<file path="src/rtl/cpt_pkg.sv">
// Shared types and constants for the closest-point-on-triangle block.
// Used by the front end, the queue, the back end and the top level.
package cpt_pkg;

  localparam int CW    = 32;   // coordinate width, signed Q16.16
  localparam int PW    = 66;   // one term of a dot product
  localparam int DOTW  = 68;   // a full dot product
  localparam int HW    = 34;   // half of a dot product for split multiplies
  localparam int VW    = 138;  // products of dot products and their sums
  localparam int QB    = 16;   // quotient bits of an interpolation parameter
  localparam int WW    = 17;   // weight width, unsigned Q1.16
  localparam int MW    = 51;   // weight times edge vector
  localparam int RW    = 36;   // rounded offset
  localparam int IN_W  = 384;
  localparam int OUT_W = 136;

  localparam logic [WW-1:0] ONE_Q16 = 17'h10000;

  // Operand pairs for the six products of dot products:
  // d1*d4, d3*d2, d5*d2, d1*d6, d3*d6, d5*d4.
  localparam int PX [6] = '{0, 2, 4, 0, 2, 4};
  localparam int PY [6] = '{3, 1, 1, 5, 5, 3};

  typedef enum logic [2:0] {
    REG_VERT_A,
    REG_VERT_B,
    REG_VERT_C,
    REG_EDGE_AB,
    REG_EDGE_AC,
    REG_EDGE_BC,
    REG_INTERIOR
  } region_t;

  typedef logic signed [CW-1:0]   coord_t;
  typedef logic signed [CW:0]     diff_t;
  typedef logic signed [DOTW-1:0] dot_t;
  typedef logic signed [VW-1:0]   wide_t;

  // One classified request handed from the front end to the back end.
  typedef struct packed {
    logic [2:0][CW-1:0] base;
    logic [2:0][CW:0]   dir_a;
    logic [2:0][CW:0]   dir_b;
    logic [VW-1:0]      num0;
    logic [VW-1:0]      num1;
    logic [VW-1:0]      den;
    logic               zero0;
    logic               full0;
    logic               zero1;
    logic               full1;
    region_t            region;
    logic               degen;
  } cpt_item_t;

endpackage

</file>
<file path="src/rtl/cpt_queue.sv">
// Short queue of classified requests between the front and back ends.
// Depends on cpt_pkg for the entry type.
module cpt_queue #(
  parameter int DEPTH = 4
) (
  input  logic               clk,
  input  logic               rst_n,
  input  logic               push_valid,
  output logic               push_ready,
  input  cpt_pkg::cpt_item_t push_item,
  output logic               pop_valid,
  input  logic               pop_ready,
  output cpt_pkg::cpt_item_t pop_item
);
  import cpt_pkg::*;

  localparam int AW   = (DEPTH > 1) ? $clog2(DEPTH) : 1;
  localparam int CNTW = $clog2(DEPTH + 1);

  cpt_item_t       mem_r [DEPTH];
  logic [AW-1:0]   wr_ptr_r, rd_ptr_r, wr_ptr_nxt, rd_ptr_nxt;
  logic [CNTW-1:0] cnt_r, cnt_nxt;
  logic            push, pop;

  assign push_ready = cnt_r != CNTW'(DEPTH);
  assign pop_valid  = cnt_r != '0;
  assign pop_item   = mem_r[rd_ptr_r];
  assign push       = push_valid && push_ready;
  assign pop        = pop_valid && pop_ready;

  always_comb begin
    wr_ptr_nxt = wr_ptr_r;
    rd_ptr_nxt = rd_ptr_r;
    if (push) wr_ptr_nxt = (wr_ptr_r == AW'(DEPTH - 1)) ? '0 : wr_ptr_r + 1'b1;
    if (pop)  rd_ptr_nxt = (rd_ptr_r == AW'(DEPTH - 1)) ? '0 : rd_ptr_r + 1'b1;
    cnt_nxt = cnt_r + CNTW'(push) - CNTW'(pop);
  end

  always_ff @(posedge clk) begin
    if (!rst_n) begin
      wr_ptr_r <= '0;
      rd_ptr_r <= '0;
      cnt_r    <= '0;
    end else begin
      wr_ptr_r <= wr_ptr_nxt;
      rd_ptr_r <= rd_ptr_nxt;
      cnt_r    <= cnt_nxt;
    end
  end

  always_ff @(posedge clk) begin
    if (push) mem_r[wr_ptr_r] <= push_item;
  end

endmodule

</file>
<file path="config.mk">
export PLATFORM = sky130hd
export DESIGN_NAME = cpt_queue
export DESIGN_NICKNAME = d
export VERILOG_FILES = /design/src/rtl/cpt_pkg.sv /design/src/rtl/cpt_queue.sv
export SDC_FILE = /design/constraint.sdc
export NUM_CORES = 2
export LEC_CHECK = 0
export BUFFER_PORTS_ARGS = -buffer_cell sky130_fd_sc_hd__buf_4
export CORE_AREA = 2 2 563 565
export CTS_CLUSTER_DIAMETER = 150
export CTS_CLUSTER_SIZE = 30
export DETAILED_ROUTE_END_ITERATION = 10
export DIE_AREA = 0 0 565 567
export PLACE_DENSITY = 0.53
export SYNTH_ARGS = -nofsm -noshare
export SYNTH_HDL_FRONTEND = slang
export SYNTH_SLANG_ARGS = --single-unit
</file>
<file path="constraint.sdc">
create_clock -name clk -period 52 [get_ports clk]
set_input_delay 10.4 -clock clk [delete_from_list [all_inputs] [get_ports clk]]
set_output_delay 10.4 -clock clk [all_outputs]
set_load 0.01 [all_outputs]
</file>
# [Word-level counts from Yosys, hierarchy flattened]
# Memories as Yosys holds them, arrays and structs flattened. A register that Yosys moved wholly into a read port is not among the register bits.
# Index checks and enable logic that the tools add are counted.
# W data, S select, Z words.
[totals] regBits=7 ramBits=2864 input_bits=720 out_inout_bits=718 wordCells=20 mem_count=1
[op_classes] add_sub_neg=4 eq_ne=3 muxes=6 n_reduce_logical=3
[memory_table] memory="mem_r" words=4 word_bits=716 read_ports=1 rd_ports_with_merged_regs=1 write_ports=1 line_no="cpt_queue.sv:20" source="cpt_item_t mem_r [DEPTH];"
[ops] operator="$mux W2" n=4
[ops] operator="$add A2 B1 Y2 const B" n=2
[ops] operator="$eq A2 B2 Y1 const B" n=2
[ops] operator="$add A3 B1 Y3" n=1
[ops] operator="$ne A3 B3 Y1 const B" n=1
[ops] operator="$reduce_bool A3 Y1" n=1
[ops] operator="$sub A3 B1 Y3" n=1
[ops] operator="$logic_and A1 B1 Y1" n=2
[ops] operator="$mux W1" n=2

# [Longest topological paths before layout]
[logic_depth] ltp_word=4 ltp_mapped=12 ltp_nobuf=11

# [Worst setup path after synthesis]
# No wires, ideal clock.
[synth_path] path_type="input to register" start="input port push_valid" end="memory mem_r[2][0] (netlist bit), enable pin" setup_time_ns=1.183 arrival_ns=26.647 t_required_ns=50.817 slack_ns=24.171 stages=1 n_path_buf=0 cell_sequence="and3_1"
[synth_between] elab_chain_len=3
[synth_lines] element="start, declared" line_no="cpt_queue.sv:8" source="input logic push_valid,"
[synth_lines] element="$logic_and A1 B1 Y1" line_no="cpt_queue.sv:28" source="assign push = push_valid && push_ready;"
[synth_lines] element="$mux W1" line_no="cpt_queue.sv:52" source="if (push) mem_r[wr_ptr_r] <= push_item;"
[synth_lines] element="$mux W1 (implied by the code)" line_no="cpt_queue.sv:52"
[synth_lines] element="end, declared" line_no="cpt_queue.sv:20"
# Every way passes these cells.

==> qor.txt <==
Flop pwr share -> 52.5%
Maxcap violations -> 0
Post-synthesis cell type count -> 24
Setup Viol. Count Final -> 0
Clock skew -> 0.0572 ns
Starting Density -> 33.0%
Critical Setup Path Class -> flip-flop to output port
DR WL/cell -> 29.2 µm
Reported leakage power -> 39.0 nW
Final RePlAce weighted congestion -> 0.830
Clock sink count -> 2873
Initial antenna violation count -> 98
Layout area overhead -> 18.1%
Critical-path cell list -> buf_4, buf_4, buf_4, buf_4, buf_4, buf_4, mux4_2, buf_4
Critical Path Source Type -> flip-flop
Peak VDD IR -> 0.0302 mV
Mean Syn Cell Area -> 27.3 µm²
Synth Register Bits -> 2873
Post-synth EDFFs -> 2864
CTS Root Cell -> clkbuf_16
Register area share after synthesis -> 83.2%
Max stage delay cell, worst path -> dfxtp_4
Worst min-delay path class -> flip-flop to flip-flop
Via/cell ratio -> 4.92
Post-route ant nets -> 0
Post-CTS sizing -> 0
Clock-pin slew on the worst setup and hold paths -> 0.11 ns
DRT iter0 DRCs -> 3880
FMAX -> 56.9 MHz
Final hold slack -> 0.524 ns
Number of cells on the critical path -> 8
Hold-fix buffers, CTS -> 0
Setup repair after global routing missed its margin -> false
Status -> complete, no violations
Cell area after synthesis -> 104000 µm²
FFs w/ async S/R, synth -> 0%
Total gr overflow -> 0
Vias in the first global route -> 48137
Worst Setup EP -> pop_item[102]
Final Hold Vio Count -> 0
Share of cells above drive strength 1 -> 44.5%
Yosys warnings -> 0
DR pass1 iterations -> 6
R2r endpoint -> mem_r[1][698]
Num ports -> 1438
Pwr dens -> 44.3 nW/µm²
Placed Cells -> 9300
Nets -> 5980
Final worst-path cycle share -> 33.8%
Switching pwr -> 1.53 mW
Synth Flop Type -> edfxtp_1
TNS Setup -> 0 ns
# H-tree levels -> 3
Max-slew violations -> 0
Total length of routed wires -> 277000 µm
Row cnt -> 206
Least-Margin Pin Slew -> 1.10 ns
Relative slew slack -> 26.5%
Power Internal -> 3.89 mW
Final HPWL DP -> 191000 µm
First-pass GRT wire length -> 382000 µm
Final min period -> 17.57 ns
Postcts setup bufs -> 0
Clk Latency, worst-skew pair -> 0.90 ns
Critical register-to-register path startpoint -> cnt_r[1]
R2R cell count -> 8
Setup WS post-layout -> 34.43 ns
CTS tree -> built
Tot GR Track Use -> 16.8%
Routed vias -> 46705
Die area -> 320000 µm²
Net Sw Frac -> 28.2%
CP max stage delay -> 0.87 ns
Post-Syn Nets -> 4520
Final Non-Filler Cells -> 9488
CP max FO -> 46
Combinational power share -> 28.1%
Pin count of the biggest net entering global routing -> 140
Syn Inst Count -> 3792
Final Util -> 39.0%
Chip width -> 565 µm
Core area -> 314000 µm²
CP Data Required Time -> 41.60 ns
DRC -> 0
Worst EP arrival -> 7.17 ns
Max clock buf depth -> 4
Clock share of power -> 19.4%
CTS buffer count -> 110
Die Span Y -> 567 µm
Setup slack, reg-to-reg -> 45.06 ns
Port Buf Inserts -> 1437
Dpl ws -> 34.87 ns
FILL cells -> 27917
Cell family with most CP delay -> buffers and inverters
CP endpoint kind -> output port
Most frequent cell on the critical path -> buf_4
Bufs and invs on worst path -> 7
[stage by stage]
stage               power (mW)  instance area [µm²]
floorplan                 3.88               104000
global placement          4.46               119000
detailed placement        4.47               119000
CTS                       5.51               122000
global route              5.65               122000
finish                    5.43               122000
[logic make-up after synthesis]
| group | count (synthesis) | share of synthesized area, % |
|---|---|---|
| and+or+nand+nor | 20 | 0.104 |
| AOI/OAI and AO/OA | 4 | 0.0217 |
| muxes | 717 | 15.6 |
| DFF | 2873 | 83.2 |
| xor gates and xnor gates | 2 | 0.0169 |
| buffers and inverters | 168 | 0.980 |
| adders and majority gates | 8 | 0.104 |
[cell usage in the layout, fill, tap and decap left out, types with 4 or more instances in the layout]
| master | instances |
|---|---|
| mux4_2 | 716 |
| clkbuf_16 | 111 |
| buf_4 | 1502 |
| buf_12 | 8 |
| clkbuf_1 | 15 |
| and3_4 | 4 |
| ha_1 | 7 |
| nand2_1 | 5 |
| dfxtp_1 | 7 |
| inv_1 | 6 |
| diode_2 | 57 |
| edfxtp_1 | 2864 |
[worst min path at each step]
stage                     slack [ns]           to   startpoint  cells after the start
after floorplan                 0.47  wr_ptr_r[1]  wr_ptr_r[1]                      2
after global routing            0.55  wr_ptr_r[1]  wr_ptr_r[1]                      2
after global placement          0.49  wr_ptr_r[1]  wr_ptr_r[1]                      2
after CTS                       0.53  wr_ptr_r[1]  wr_ptr_r[1]                      2
final                           0.52  wr_ptr_r[1]  wr_ptr_r[1]                      2
after detailed placement        0.51  wr_ptr_r[1]  wr_ptr_r[1]                      2
[final cells by class]
class	count	area, µm²	share of cell area (%)
sequential	2873	86200	70.4
multi-input combinational	751	16400	13.4
timing repair buffer	1510	11400	9.35
antenna	57	143	0.117
clock inverter	5	105	0.0859
clock buffer	126	2830	2.32
inverter	6	22.5	0.0184
tap	4160	5200	4.25
[state kept, by name (all words and copies together) (netlist names), named ones only]
signal and flops:
cnt_r 3, mem_r 2864, rd_ptr_r 2, wr_ptr_r 2
[routing by layer]
layer	wire, µm	up-vias	global-route usage (%)
met1	104000	25472	20.1
met2	140000	1544	28.6
met5	302	-	0
met4	7840	46	4.89
li1	-	19319	-
met3	25300	324	5.74
[synth_stat cells (all sizes together) (2+ instances only)]
library cell,instances,area [µm²]
xnor2,2,17.5
nor2,2,7.51
mux4,716,16100
nand3,2,10.0
o21ai,3,15.0
inv,6,22.5
and2,3,18.8
ha,7,87.6
nand2,5,18.8
and3,4,25.0
dfxtp,9,180
clkbuf,14,52.6
buf,148,940
edfxtp,2864,86000
[power groups by stage]
| stage | sequential [mW] | combinational (mW) | clock, mW |
|---|---|---|---|
| 6_report | 2.85 | 1.52 | 1.05 |
| 4_1_cts | 2.86 | 1.57 | 1.09 |
| 2_1_floorplan | 3.08 | 0.796 | 0 |
| 3_5_place_dp | 2.91 | 1.56 | 0 |
| 3_3_place_gp | 2.90 | 1.56 | 0 |
| 5_1_grt | 2.87 | 1.62 | 1.16 |
[worst reg2reg max path, cell delays in order, from the launching register on]
cell	delay (ns)
dfxtp_1	0.45
or3b_1	0.28
and3_4	0.75
buf_4	0.91
buf_4	0.95
buf_4	0.80
buf_4	0.76
buf_4	0.81
buf_4	0.83
Note: power is estimated with default switching activity, not from simulation.
